<file path="src/hw/rtl/cpc_pkg.sv">
// Package for the contrast pixel counter: shared widths, register indexes,
// configuration, position and line buffer entry structs. Depends on nothing else.
package cpc_pkg;

  localparam int PIXEL_W    = 8;
  localparam int COUNT_W    = 20;
  localparam int THRESH_W   = 8;
  localparam int ROWS_CFG_W = 11;
  localparam int COLS_CFG_W = 10;
  localparam int CFG_IDX_W  = 2;
  localparam int CFG_DATA_W = 11;

  localparam logic [COUNT_W-1:0] COUNT_MAX = {COUNT_W{1'b1}};

  localparam logic [THRESH_W-1:0]   THRESH_RESET = 8'd128;
  localparam logic [ROWS_CFG_W-1:0] ROWS_RESET   = 11'd200;
  localparam logic [COLS_CFG_W-1:0] COLS_RESET   = 10'd320;

  typedef enum logic [CFG_IDX_W-1:0] {
    REG_THRESHOLD = 2'd0,
    REG_ROW_COUNT = 2'd1,
    REG_COL_COUNT = 2'd2
  } cfg_reg_t;

  // Register values as written, before any clamping.
  typedef struct packed {
    logic [THRESH_W-1:0]   threshold;
    logic [ROWS_CFG_W-1:0] rows;
    logic [COLS_CFG_W-1:0] cols;
  } cfg_t;

  // Where the current pixel sits in the frame.
  typedef struct packed {
    logic first_col;
    logic first_row;
    logic last_col;
    logic last_row;
  } pos_flags_t;

  // One line buffer entry: the pixel and its contrast mark.
  typedef struct packed {
    logic [PIXEL_W-1:0] pix;
    logic               flag;
  } entry_t;

  localparam int ENTRY_W = $bits(entry_t);

endpackage

</file>
<file path="src/hw/rtl/cpc_eval.sv">
// Per-pixel evaluation: contrast tests against the left and upper
// neighbours, line buffer write-back with forwarding, and the running
// count. Depends on cpc_pkg.
module cpc_eval #(
  parameter int COL_W = 9
) (
  input  logic                         clk,
  input  logic                         rst,
  input  logic                         fire,
  input  logic [cpc_pkg::PIXEL_W-1:0]  pixel,
  input  logic [COL_W-1:0]             col,
  input  cpc_pkg::pos_flags_t          flags,
  input  logic [cpc_pkg::THRESH_W-1:0] threshold,
  input  cpc_pkg::entry_t              rd_entry,
  output logic                         wr_en,
  output logic [COL_W-1:0]             wr_addr,
  output cpc_pkg::entry_t              wr_entry,
  output logic [cpc_pkg::COUNT_W-1:0]  count,
  output logic                         done
);

  function automatic logic differs(input logic [cpc_pkg::PIXEL_W-1:0] a,
                                   input logic [cpc_pkg::PIXEL_W-1:0] b,
                                   input logic [cpc_pkg::THRESH_W-1:0] th);
    logic [cpc_pkg::PIXEL_W-1:0] d;
    d = (a > b) ? (a - b) : (b - a);
    return d > th;
  endfunction

  logic [cpc_pkg::PIXEL_W-1:0] left_pixel;
  logic                        left_flag;
  logic [COL_W-1:0]            left_col;
  logic                        lw_valid;
  logic [COL_W-1:0]            lw_addr;
  cpc_pkg::entry_t             lw_data;
  logic [cpc_pkg::COUNT_W-1:0] running_count;

  cpc_pkg::entry_t             above;
  logic                        left_hit;
  logic                        up_hit;
  logic                        own;
  logic                        left_flag_next;
  logic                        above_flag;
  logic [1:0]                  incr;
  logic [cpc_pkg::COUNT_W:0]   sum;

  always_comb begin
    // The previous pixel's entry is still held here and not yet in the RAM;
    // the entry written one beat earlier may have missed the RAM read.
    if (col == left_col) begin
      above = '{pix: left_pixel, flag: left_flag};
    end else if (lw_valid && (col == lw_addr)) begin
      above = lw_data;
    end else begin
      above = rd_entry;
    end

    left_hit       = !flags.first_col && differs(pixel, left_pixel, threshold);
    up_hit         = !flags.first_row && differs(pixel, above.pix, threshold);
    own            = left_hit | up_hit;
    left_flag_next = left_flag | left_hit;
    above_flag     = above.flag | up_hit;
    done           = flags.last_col & flags.last_row;

    incr = {1'b0, !flags.first_row & above_flag}
         + {1'b0, flags.last_row & !flags.first_col & left_flag_next}
         + {1'b0, done & own};
    sum  = {1'b0, running_count} + (cpc_pkg::COUNT_W+1)'(incr);
    count = (sum > {1'b0, cpc_pkg::COUNT_MAX}) ? cpc_pkg::COUNT_MAX
                                               : sum[cpc_pkg::COUNT_W-1:0];

    wr_en    = fire;
    wr_addr  = left_col;
    wr_entry = '{pix: left_pixel, flag: left_flag_next};
  end

  always_ff @(posedge clk) begin
    if (rst) begin
      left_pixel    <= '0;
      left_flag     <= 1'b0;
      left_col      <= '0;
      lw_valid      <= 1'b0;
      running_count <= '0;
    end else if (fire) begin
      left_pixel    <= pixel;
      left_flag     <= own;
      left_col      <= col;
      lw_valid      <= 1'b1;
      running_count <= done ? '0 : count;
    end
  end

  always_ff @(posedge clk) begin
    if (fire) begin
      lw_addr <= wr_addr;
      lw_data <= wr_entry;
    end
  end

endmodule

</file>
<file path="config.mk">
export PLATFORM = sky130hd
export DESIGN_NAME = cpc_eval
export DESIGN_NICKNAME = d
export VERILOG_FILES = /design/src/hw/rtl/cpc_pkg.sv /design/src/hw/rtl/cpc_eval.sv
export SDC_FILE = /design/constraint.sdc
export NUM_CORES = 1
export LEC_CHECK = 0
export BUFFER_PORTS_ARGS = -buffer_cell sky130_fd_sc_hd__buf_2
export CAP_MARGIN = 20
export CORE_ASPECT_RATIO = 0.9
export CORE_MARGIN = 2
export CORE_UTILIZATION = 40
export DETAILED_ROUTE_END_ITERATION = 16
export GPL_ROUTABILITY_DRIVEN = 0
export PLACE_DENSITY = 0.59
export SYNTH_ARGS = -nofsm -noshare
export SYNTH_HDL_FRONTEND = slang
export SYNTH_SLANG_ARGS = --single-unit
export TNS_END_PERCENT = 50
</file>
<file path="constraint.sdc">
create_clock -name clk -period 22.3 [get_ports clk]
set_input_delay 0 -clock clk [delete_from_list [all_inputs] [get_ports clk]]
set_output_delay 0 -clock clk [all_outputs]
set_load 0.005 [all_outputs]
</file>
After elaboration in Yosys (flattened, before gate mapping):

Cells that the tools add are included.

* register bits after elaboration: 57
* latch bits: 0
* memory bits (writable): 0
* memory bits (read-only): 0
* input port bits: 41
* output and inout bits: 40
* logic and storage cells: 41
* memories: 0

* $add $sub $neg: 7
* $mul: 0
* div/mod/pow operators: 0
* $lt $le $gt $ge: 5
* equality and inequality tests: 2
* shift operators: 0
* muxes and demuxes: 6
* bitwise gates (word level): 8
* reductions and logical operators: 5

Operator list (count)
* $mux W20: 2
* $gt A8 B8 Y1: 4
* $sub A8 B8 Y8: 4
* $add A20 B2 Y21: 1
* $gt A21 B20 Y1 const B: 1
* $eq A9 B9 Y1: 2
* $mux W9: 2
* $mux W8: 2
* $and A1 B1 Y1: 5
* $logic_and A1 B1 Y1: 3
* $or A1 B1 Y1: 3
* $add A1 B1 Y2: 1
* $add A2 B1 Y2: 1
* $logic_not A1 Y1: 2

Depth between registers and ports, before layout:

Gate-level depths: netlist (run 1).

* word-level depth: 16
* depth in mapped cells: 32
* depth with buffers taken out: 31

Worst setup path after synthesis (run 1):

Ideal clock, no wire load.

* path type: register -> register
* start: register lw_addr[4]
* end: register running_count[2] (netlist name)
* library setup time: 79 ps
* arrival: 6983 ps
* data required time: 22221 ps
* slack: 15238 ps
* cell stages (with the launch flop): 30
* path buffers: 1
* clock period less this slack: 7062 ps
* cells stage by stage: edfxtp_1 -> xnor2_1 -> nand4_1 -> nor3_2 -> mux2_2 -> nand2_1 -> o21ai_0 -> ha_1 -> fa_1 -> nand3b_1 -> a211oi_1 -> o21ai_1 -> buf_4 -> a2111oi_0 -> a31oi_1 -> xor2_1 -> ha_1 -> nand4_1 -> o21bai_1 -> a211oi_1 -> o21bai_1 -> fa_1 -> inv_1 -> ha_1 -> inv_1 -> fa_1 -> nand4b_1 -> or4_4 -> a31o_1 -> a211oi_2

* longest elaborated chain between the ends: 16
* elaborated cells between the ends (all ways): 20
* those cells by class: 5 x add/sub; 3 x order compare; 1 x eq/ne; 5 x mux; 4 x bitwise; 2 x reduce/logical

RTL lines
* start, declared: RTL line cpc_eval.sv:34 `logic [COL_W-1:0] lw_addr;`
* start signal, assigned: RTL line cpc_eval.sv:95 `lw_addr <= wr_addr;`
* $eq A9 B9 Y1 (*): RTL line cpc_eval.sv:52 `end else if (lw_valid && (col == lw_addr)) begin`
* $logic_and A1 B1 Y1 (*): RTL line cpc_eval.sv:52
* $mux W9 (*): RTL line cpc_eval.sv:52
* $mux W9 (*): RTL line cpc_eval.sv:50 `if (col == left_col) begin`
* $sub A8 B8 Y8 / $gt A8 B8 Y1 (equally long branches): RTL line cpc_eval.sv:26 `d = (a > b) ? (a - b) : (b - a);`
* $mux W8: RTL line cpc_eval.sv:26
* $gt A8 B8 Y1: RTL line cpc_eval.sv:27 `return d > th;`
* $logic_and A1 B1 Y1: RTL line cpc_eval.sv:59 `up_hit = !flags.first_row && differs(pixel, above.pix, threshold);`
* $or A1 B1 Y1: RTL line cpc_eval.sv:62 `above_flag = above.flag | up_hit;`
* $and A1 B1 Y1: RTL line cpc_eval.sv:65 `incr = {1'b0, !flags.first_row & above_flag}`
* $add A1 B1 Y2: RTL line cpc_eval.sv:66 `+ {1'b0, flags.last_row & !flags.first_col & left_flag_next}`
* $add A2 B1 Y2 (*): RTL line cpc_eval.sv:67 `+ {1'b0, done & own};`
* $add A20 B2 Y21 (*): RTL line cpc_eval.sv:68 `sum = {1'b0, running_count} + (cpc_pkg::COUNT_W+1)'(incr);`
* $gt A21 B20 Y1: RTL line cpc_eval.sv:69 `count = (sum > {1'b0, cpc_pkg::COUNT_MAX}) ? cpc_pkg::COUNT_MAX`
* $mux W20 (*): RTL line cpc_eval.sv:69
* $mux W20 (*): RTL line cpc_eval.sv:89 `running_count <= done ? '0 : count;`
* end signal, assigned: RTL line cpc_eval.sv:89
* end, declared: RTL line cpc_eval.sv:36 `logic [cpc_pkg::COUNT_W-1:0] running_count;`

Every way passes the cells marked *; elsewhere a longest branch is shown, timed or not.
A chain may end at the register's enable or synchronous reset.

Worst setup path in the final report (run 1):

* start: register lw_addr[6]
* end: output port count[16] (netlist name)

* longest elaborated chain between the ends: 15
* elaborated cells between the ends (all ways): 19
* those cells by class: 5 x add/sub; 3 x order compare; 1 x eq/ne; 4 x mux; 4 x bitwise; 2 x reduce/logical

RTL lines
* $eq A9 B9 Y1 (*): RTL line cpc_eval.sv:52
* $logic_and A1 B1 Y1 (*): RTL line cpc_eval.sv:52
* $mux W9 (*): RTL line cpc_eval.sv:52
* $mux W9 (*): RTL line cpc_eval.sv:50
* $sub A8 B8 Y8 / $gt A8 B8 Y1 (equally long branches): RTL line cpc_eval.sv:26
* $mux W8: RTL line cpc_eval.sv:26
* $gt A8 B8 Y1: RTL line cpc_eval.sv:27
* $logic_and A1 B1 Y1: RTL line cpc_eval.sv:59
* $or A1 B1 Y1: RTL line cpc_eval.sv:62
* $and A1 B1 Y1: RTL line cpc_eval.sv:65
* $add A1 B1 Y2: RTL line cpc_eval.sv:66
* $add A2 B1 Y2 (*): RTL line cpc_eval.sv:67
* $add A20 B2 Y21 (*): RTL line cpc_eval.sv:68
* $gt A21 B20 Y1: RTL line cpc_eval.sv:69
* $mux W20 (*): RTL line cpc_eval.sv:69
* end, declared: RTL line cpc_eval.sv:18 `output logic [cpc_pkg::COUNT_W-1:0] count,`

Marks and branches as above.

==> results of run 1 <==
[placed cells by master, fill, tap and decap left out, types with 9 or more instances in the layout]
| cell type | netlist | routed |
|---|---|---|
| a21o_1 | 10 | 10 |
| a21oi_1 | 35 | 35 |
| buf_2 | 8 | 80 |
| clkbuf_16 | 0 | 9 |
| dfxtp_1 | 39 | 39 |
| dlygate4sd3_1 | 0 | 15 |
| edfxtp_1 | 18 | 18 |
| ha_1 | 48 | 48 |
| inv_1 | 46 | 46 |
| mux2_2 | 10 | 10 |
| mux2i_1 | 27 | 27 |
| nand2_1 | 49 | 49 |
| nand3_1 | 14 | 14 |
| nor2_1 | 44 | 44 |
| o21a_1 | 13 | 13 |
| o21ai_0 | 41 | 41 |
| xnor2_1 | 24 | 24 |
| xor2_1 | 18 | 18 |
[sequential cells by signal, summed over array words and instances, names as in the netlist]
| name | cells |
|---|---|
| left_flag | 1 |
| left_pixel | 8 |
| lw_addr | 9 |
| lw_data | 9 |
| lw_valid | 1 |
| running_count | 20 |
| wr_addr | 9 |
[where the power goes]
group	internal (mW)	switching (mW)
Sequential	0.113	0.00374
Clock	0.126	0.0493
Combinational	0.0406	0.0509
[worst reg2reg max path: cells and delay by family, from the launching register on]
kind / cells / cell delay [ns]
AOI/OAI and AO/OA: 12 / 2.83
and+or+nand+nor: 5 / 2.18
adders and majority gates: 5 / 1.79
muxes: 2 / 0.72
DFF: 1 / 0.39
xor gates and xnor gates: 2 / 0.39
buffers and inverters: 2 / 0.14
[Yosys cell counts (3+ instances only)]
cell type and count:
a211oi_1 8, a21o_1 10, a21oi_1 35, a22o_1 5, a31oi_1 6, and2_1 3, and3_1 7, buf_2 8
buf_4 3, clkbuf_1 9, dfxtp_1 39, edfxtp_1 18, fa_1 6, ha_1 48, inv_1 46, mux2_2 10
mux2i_1 27, nand2_1 49, nand2b_1 3, nand3_1 14, nand4_1 7, nor2_1 44, nor2b_1 4, nor3_1 6
o21a_1 13, o21ai_0 41, o21ai_1 4, o21bai_1 4, xnor2_1 24, xor2_1 18
[metal layers]
metal | global-route usage (%) | vias up | routed length [µm] | share of wire, %
met5 | 0 | - | 0 | 0
met4 | 5.612 | 0 | 159 | 1.3
met3 | 4.078 | 15 | 583 | 4.7
met2 | 32.35 | 139 | 5634 | 46
met1 | 26.97 | 1972 | 5959 | 48
li1 | - | 2141 | - | -
[worst max-delay path by stage]
stage	startpoint	endpoint	slack, ns
floorplan	lw_addr[4]$_DFFE_PP_	running_count[2]$_SDFFE_PP0P_	15.24
global placement	lw_addr[7]$_DFFE_PP_	running_count[2]$_SDFFE_PP0P_	14.11
detailed placement	lw_addr[7]$_DFFE_PP_	running_count[2]$_SDFFE_PP0P_	13.88
CTS	lw_addr[7]$_DFFE_PP_	count[16]	13.68
global route	wr_addr[1]$_SDFFE_PP0P_	count[16]	12.89
finish	lw_addr[6]$_DFFE_PP_	count[16]	13.63
[final cells by class]
cell class / instances / area [µm²]
Clock inverter: 5 / 125.1
Fill cell: 1143 / 5689
Clock buffer: 11 / 252.7
Multi-Input combinational cell: 431 / 3148
Timing Repair Buffer: 98 / 576.8
Inverter: 46 / 172.7
Tap cell: 156 / 195.2
Sequential cell: 57 / 1321
[kinds of logic (layout without fill, tap and decap cells)]
kind of cell | after synthesis | after routing | share of synthesized area, %
mux | 37 | 37 | 8.068
flops | 57 | 57 | 27.84
buf+inv | 68 | 160 | 5.827
fa+ha+maj | 54 | 54 | 15.19
xor+xnor | 42 | 42 | 7.751
simple gates | 155 | 155 | 16.19
compound gates | 143 | 143 | 19.14
[timing repair]
action,CTS,global route
hold endpoints to repair,15,0
endpoints found under the setup margin,0,0
hold buffers,15,0
gates resized for setup,0,0
[through the flow]
| step | total power, mW | area, µm² | utilization, % |
|---|---|---|---|
| 6_report | 0.3834 | 5792 | 50.45 |
| 5_1_grt | 0.4031 | 5792 | 50.45 |
| 4_1_cts | 0.3851 | 5781 | 50.35 |
| 3_5_place_dp | 0.2064 | 5253 | 45.75 |
| 3_3_place_gp | 0.2039 | 5253 | 45.75 |
| 2_1_floorplan | 0.1802 | 4746 | - |
==> impl_metrics.ini, run 1 <==
[floorplan]
die_w_um = 118.8
die_area_um2 = 12750
pin_count = 81
rows = 37
die_h_um = 107.3
core_um2 = 11480
start_util_pct = 41.34

[sta]
period_share_pct = 38.87
setup_ws_ns = 13.63
fmax_mhz = 115.4
fin_crit_ns = 8.668
slew_headroom_pct = 31.73
drv_slew = 0
finalHoldViolCount = 0
finalSetupViolCount = 0
hold_ws_ns = 0.02143
tightestPinTransition_ns = 1.017
skew_ns = 0.006975
fin_setup_tns_ns = 0
rsz0062_at_grt = no

[worst_setup_path]
worstPathRequired_ns = 22.30
endpoint_kind = primary output
crit_top_cell = ha_1
crit_arrival_ns = 8.67
reg2reg_from = lw_addr[6]$_DFFE_PP_
rr_endpoint = running_count[2]$_SDFFE_PP0P_
worstPathMaxFanout = 13
slowest_stage = o21ai_1
criticalPathCategory = reg2out
max_stage_delay_ns = 0.80
path_buf_inv = 3
cp_top_family = compound AO/OA/AOI/OAI gates
startpoint_type = register
r2r_slack_ns = 13.79
cp.depth = 30
reg2reg_depth = 28

[synth]
synth_top_flop_cell = dfxtp_1
synthCells = 556
synth_edf_count = 18
synth_area_leaders = dfxtp_1, ha_1, edfxtp_1
synth_top_cell_area_share_pct = 16.45
ys_seq_elements = 57
yosysWarnings = 0
synth_top_area_cell = dfxtp_1
synthesis.nets = 651
postSynthAreaPerCell_um2 = 8.536
ys_seq_area_share_pct = 27.84
synth_cell_types = 58
ys_async_sr_fraction_pct = 0
netlist_area_um2 = 4746

[drt]
routedWlPerCell_um = 15.34
vias = 4267
viasPerCell = 5.307
drc_errors = 0
drtIter0Drc = 217
routed_wl_um = 12340
drtPass1Iterations = 5
antenna_left = 0

[global_routing]
antenna_found_initial = 0
grt_pass1_vias = 4165
grt_usage_pct = 19.94
grt_max_degree = 48
grt.overflow.total = 0
grt_pass1_wl_um = 20580

[placed_design]
port_buffers = 80
place_ws_ns = 13.88
post-dp-hpwl_um = 9286
dp_cells = 772

[clock_network]
cts_root_buf = clkbuf_16
cts_buffer_depth = 2
h-tree-depth = 3
cts_buffers = 9
cts_tree = built
tritoncts_num_sinks = 57
path_clk_slew_ns = 0.05
cts_setup_buffers = 0
insertion_delay_ns = 0.33

[layout]
antenna_cells = 0
nets = 738
finalNonFillerCells = 804
syn_to_final_growth_pct = 22.04
layout-drive-gt1-share_pct = 18.67

[min_path]
hold_path_class = in2reg
min-delay-start = pixel[0]
min_to = left_pixel[0]$_SDFFE_PP0P_
hold_depth = 3

[power_and_ir_drop]
p_per_area_nw_per_um2 = 66.19
p_leak_nw = 2.743
peakVddDrop_v = 0.00003556

[run]
maxCapViolCount = 0

[status]
status = completed
Power figures use the tool's default switching activity.
==> inputs of run 2 (changes only) <==
- clock period: 22.3 -> 8.6 ns (I/O delays scaled with it)
==> run 2 against run 1 <==
Against the previous run: clock skew fell by 0.0019 ns; register-to-register slack worse by 13 ns; non-clock buffer count grew 2; design area is 1.5% lower; clock power is 83% higher; wire length decreased by 1.8%; combinational power increased to 2.6 times the previous value; count of clock-buffer cells in the layout is 1 lower; final cell count up 0.25%; flip-flop and latch count is the same; largest cell class unchanged.
==> impl_metrics.ini, run 2 (synthesis gave the netlist of run 1 again) <==
[worst_setup_path]
cp_top_family = simple AND/OR/NAND/NOR gates
slowest_stage = nor3_1
crit_arrival_ns = 7.92
rr_endpoint = running_count[2]$_SDFFE_PP0P_
worstPathRequired_ns = 8.60
reg2reg_depth = 29
r2r_slack_ns = 0.86
max_stage_delay_ns = 0.57
worstPathMaxFanout = 13
path_buf_inv = 4
criticalPathCategory = reg2out
endpoint_kind = primary output
reg2reg_from = lw_addr[4]$_DFFE_PP_
cp.depth = 31
startpoint_type = register

[min_path]
hold_depth = 3
min_to = left_pixel[0]$_SDFFE_PP0P_
min-delay-start = pixel[0]
hold_path_class = in2reg

[drt]
vias = 4308
antenna_left = 0
routed_wl_um = 12110
drc_errors = 0
drtPass1Iterations = 6
viasPerCell = 5.345
routedWlPerCell_um = 15.03
drtIter0Drc = 373

[floorplan]
pin_count = 81
die_w_um = 118.8
die_h_um = 107.3
core_um2 = 11480
rows = 37
die_area_um2 = 12750
start_util_pct = 41.34

[layout]
largest_reg_flops = 20
multi_input_area_um2 = 3152
syn_to_final_growth_pct = 20.17
postLayoutCellArea_um2 = 5703
largest_register = running_count
final_cell_mix = buf_2, nand2_1, ha_1, inv_1, nor2_1
nets = 740
seqCellArea_um2 = 1321
layout-drive-gt1-share_pct = 18.92
fill_cells = 1140
final_common_cell = buf_2
antenna_cells = 0
finalNonFillerCells = 806

[sta]
tightestPinTransition_ns = 0.6451
finalSetupViolCount = 0
fin_setup_tns_ns = 0
slew_headroom_pct = 56.99
period_share_pct = 92.07
finalHoldViolCount = 0
skew_ns = 0.005063
hold_ws_ns = 0.002971
fin_crit_ns = 7.918
fmax_mhz = 126.3
rsz0062_at_grt = no
drv_slew = 0

[global_routing]
grt_max_degree = 48
antenna_found_initial = 0
grt.overflow.total = 0
grt_pass1_wl_um = 20460
grt_usage_pct = 19.64
grt_pass1_vias = 4249

[status]
status = completed

[placed_design]
placed_cell_area_um2 = 5268
dp_cells = 774
post-dp-hpwl_um = 9232
port_buffers = 80

[power_and_ir_drop]
p_per_area_nw_per_um2 = 150.8
p_leak_nw = 2.692
peakVddDrop_v = 0.0001233

[run]
maxCapViolCount = 0

[clock_network]
cts_root_buf = clkbuf_16
insertion_delay_ns = 0.33
cts_tree = built
h-tree-depth = 3
path_clk_slew_ns = 0.05
cts_buffers = 9
cts_buffer_depth = 2
cts_setup_buffers = 0
tritoncts_num_sinks = 57
==> run 2: area by class of cell <==
cell class	count	area share, %
Multi-Input combinational cell	431	55.27
Tap cell	156	3.423
Inverter	46	3.028
Clock buffer	10	4.015
Timing Repair Buffer	100	10.31
Clock inverter	6	0.7898
Sequential cell	57	23.17
==> run 2: report_power, final <==
group | total [mW] | internal, mW | switching [mW]
Clock | 0.322 | 0.195 | 0.127
Combinational | 0.236 | 0.106 | 0.131
Sequential | 0.302 | 0.292 | 0.00973
==> run 2: worst max path at each step <==
stage	start	end	slack [ns]
finish	lw_addr[4]$_DFFE_PP_	count[16]	0.68
floorplan	lw_addr[4]$_DFFE_PP_	running_count[2]$_SDFFE_PP0P_	1.54
global placement	lw_addr[1]$_DFFE_PP_	running_count[2]$_SDFFE_PP0P_	0.95
detailed placement	lw_addr[4]$_DFFE_PP_	running_count[2]$_SDFFE_PP0P_	0.77
CTS	lw_addr[4]$_DFFE_PP_	count[16]	0.54
global route	lw_addr[4]$_DFFE_PP_	count[16]	0.05
==> run 2: routing by layer <==
metal  track usage [%]  wire (µm)  vias up
li1                  -          -     2145
met1             26.61       5844     1997
met2             31.90       5442      147
met3             3.549        633       19
met4             6.122        193        0
met5                 0          0        -
==> run 2: per-stage QoR <==
step / util, % / power (mW) / worst slack (ns)
2_1_floorplan: - / 0.4672 / 1.538
3_3_place_gp: 45.88 / 0.5285 / 0.9470
3_5_place_dp: 45.88 / 0.5345 / 0.7676
4_1_cts: 49.58 / 0.8672 / 0.5418
5_1_grt: 49.67 / 0.9122 / 0.05184
6_report: 49.67 / 0.8599 / 0.6824
==> run 2: worst register-to-register path, delay by kind of cell (launching register included) <==
| kind | cells | cell delay [ns] |
|---|---|---|
| AO/OA/AOI/OAI | 10 | 2.33 |
| buffers and inverters | 3 | 0.36 |
| multiplexers | 1 | 0.35 |
| adder cells (fa/ha/maj) | 6 | 1.97 |
| XOR/XNOR | 2 | 0.38 |
| AND/OR/NAND/NOR | 7 | 1.90 |
| flip-flops | 1 | 0.38 |
==> run 2: timing repair <==
| action | in CTS | in global routing |
|---|---|---|
| hold endpoints to repair | 15 | 0 |
| hold buffers | 15 | 0 |
| setup endpoints to repair | 0 | 8 |
| gates resized for setup | 0 | 1 |
==> inputs of run 3 (changes only) <==
- BUFFER_PORTS_ARGS: -buffer_cell sky130_fd_sc_hd__buf_2 -> -buffer_cell sky130_fd_sc_hd__buf_4
- CORE_MARGIN: 2 -> 10
==> run 3 against run 2 <==
Against the previous run: sequential power barely moved; design area rose by 4.2%; critical endpoint is now count[0]; sequential share of layout area fell by 0.93 points; fmax is 1.0% higher; combinational power rose by 4%; setup slack better by 0.078 ns; non-clock buffer count grew 3.
==> impl_metrics.ini, run 3 (synthesis gave the netlist of run 1 again) <==
[min_path]
hold_path_class = in2reg

[placed_design]
post-dp-hpwl_um = 10150
port_buffers = 80

[sta]
rsz0062_at_grt = no
slew_headroom_pct = 46.06
fmax_mhz = 127.6
tightestPinTransition_ns = 0.8061
finalSetupViolCount = 0
skew_ns = 0.005719
finalHoldViolCount = 0
fin_setup_tns_ns = 0
period_share_pct = 91.16
fin_crit_ns = 7.839
drv_slew = 0

[worst_setup_path]
startpoint_type = register
reg2reg_from = lw_addr[7]$_DFFE_PP_
max_stage_delay_ns = 0.68
endpoint_kind = primary output
criticalPathCategory = reg2out
worstPathMaxFanout = 22
crit_end = count[0]
rr_endpoint = running_count[2]$_SDFFE_PP0P_
critical_path.startpoint = lw_addr[7]$_DFFE_PP_
slowest_stage = or4_4
crit_arrival_ns = 7.84
r2r_slack_ns = 0.84
worstPathRequired_ns = 8.60
reg2reg_depth = 30

[power_and_ir_drop]
p_sw_mw = 0.2691
internal_power_mw = 0.6017
power_mw = 0.8708
p_per_area_nw_per_um2 = 146.6
p_clk_share_pct = 37.1
peakVddDrop_v = 0.0001038
p_leak_nw = 2.744
swShare_pct = 30.90
seq_power_share_pct = 34.7
p_comb_share_pct = 28.1

[status]
status = completed

[drt]
routedWlPerCell_um = 16.03
routed_wl_um = 12970
drc_errors = 0
antenna_left = 0
viasPerCell = 5.271
drtPass1Iterations = 5
vias = 4264
drtIter0Drc = 264

[layout]
antenna_cells = 0
final_common_cell = buf_4
largest_register = running_count
fill_cells = 1095
nets = 743
seqCellArea_um2 = 1321
multi_input_area_um2 = 3164
syn_to_final_growth_pct = 25.18
final_cell_mix = buf_4, nand2_1, ha_1, inv_1, nor2_1
largest_reg_flops = 20
layout-drive-gt1-share_pct = 19.45

[floorplan]
die_w_um = 134.8
die_area_um2 = 16630
die_h_um = 123.3
core_um2 = 11530
pin_count = 81
rows = 37
start_util_pct = 41.17

[clock_network]
cts_root_buf = clkbuf_16
cts_buffer_depth = 2
cts_buffers = 9
cts_tree = built
path_clk_slew_ns = 0.06
insertion_delay_ns = 0.33
h-tree-depth = 3
tritoncts_num_sinks = 57

[run]
maxCapViolCount = 0

[global_routing]
grt_usage_pct = 15.84
antenna_found_initial = 0
grt.overflow.total = 0
grt_max_degree = 48
grt_pass1_wl_um = 21630
grt_pass1_vias = 4317
-- run 3: final cells by class --
cell class,instances,area share [%]
Clock inverter,6,0.7582
Clock buffer,10,3.854
Timing Repair Buffer,103,13.69
Tap cell,156,3.286
Multi-Input combinational cell,431,53.26
Sequential cell,57,22.24
Inverter,46,2.906
-- run 3: layer usage --
metal	GRT usage, %	part of all wire, %	up-vias
li1	-	-	2149
met5	0	0	-
met3	4.542	6.6	9
met4	3.940	0.66	0
met2	25.00	45	113
met1	20.88	48	1993
-- run 3: critical path: cells and delay by family (launching register included) --
family / cells / cell delay [ns]
buffers and inverters: 5 / 0.68
AND/OR/NAND/NOR: 8 / 1.92
multiplexers: 1 / 0.33
adder cells (fa/ha/maj): 6 / 1.97
flip-flops: 1 / 0.38
XOR/XNOR: 2 / 0.34
AO/OA/AOI/OAI: 8 / 1.88
-- run 3: stage by stage --
stage	instances	utilization [%]	hold slack (ns)	setup slack, ns	cell area [µm²]
detailed placement	774	47.43	0.2831	0.5771	5468
finish	809	51.54	0.008944	0.7605	5941
global placement	773	47.37	0.2691	0.8858	5460
CTS	806	51.20	0.002943	0.3052	5902
floorplan	556	-	0.08082	1.538	4746
global route	809	51.54	0.04809	0.1529	5941
-- run 3: power by group through the flow --
stage          combinational [mW]  sequential (mW)  clock (mW)
2_1_floorplan               0.162            0.305           0
3_3_place_gp                0.234            0.308           0
3_5_place_dp                0.238            0.308           0
4_1_cts                     0.245            0.302       0.332
5_1_grt                     0.280            0.304       0.346
6_report                    0.245            0.302       0.323
-- run 3: how the worst min path moves through the flow --
stage / start / endpoint / slack (ns) / cells past startpoint
global route: pixel[1] / left_pixel[1]$_SDFFE_PP0P_ / 0.05 / 3
finish: pixel[1] / left_pixel[1]$_SDFFE_PP0P_ / 0.009 / 3
global placement: col[8] / wr_addr[8]$_SDFFE_PP0P_ / 0.27 / 3
floorplan: fire / wr_en / 0.08 / 1
detailed placement: col[4] / wr_addr[4]$_SDFFE_PP0P_ / 0.28 / 3
CTS: pixel[1] / left_pixel[1]$_SDFFE_PP0P_ / 0.003 / 3
-- run 3: timing repair --
action                                 CTS  global route
buffers inserted                         0             3
endpoints found under the hold margin   16             0
resized for setup                        0             4
setup endpoints to repair                0            23
hold buffers                            16             0
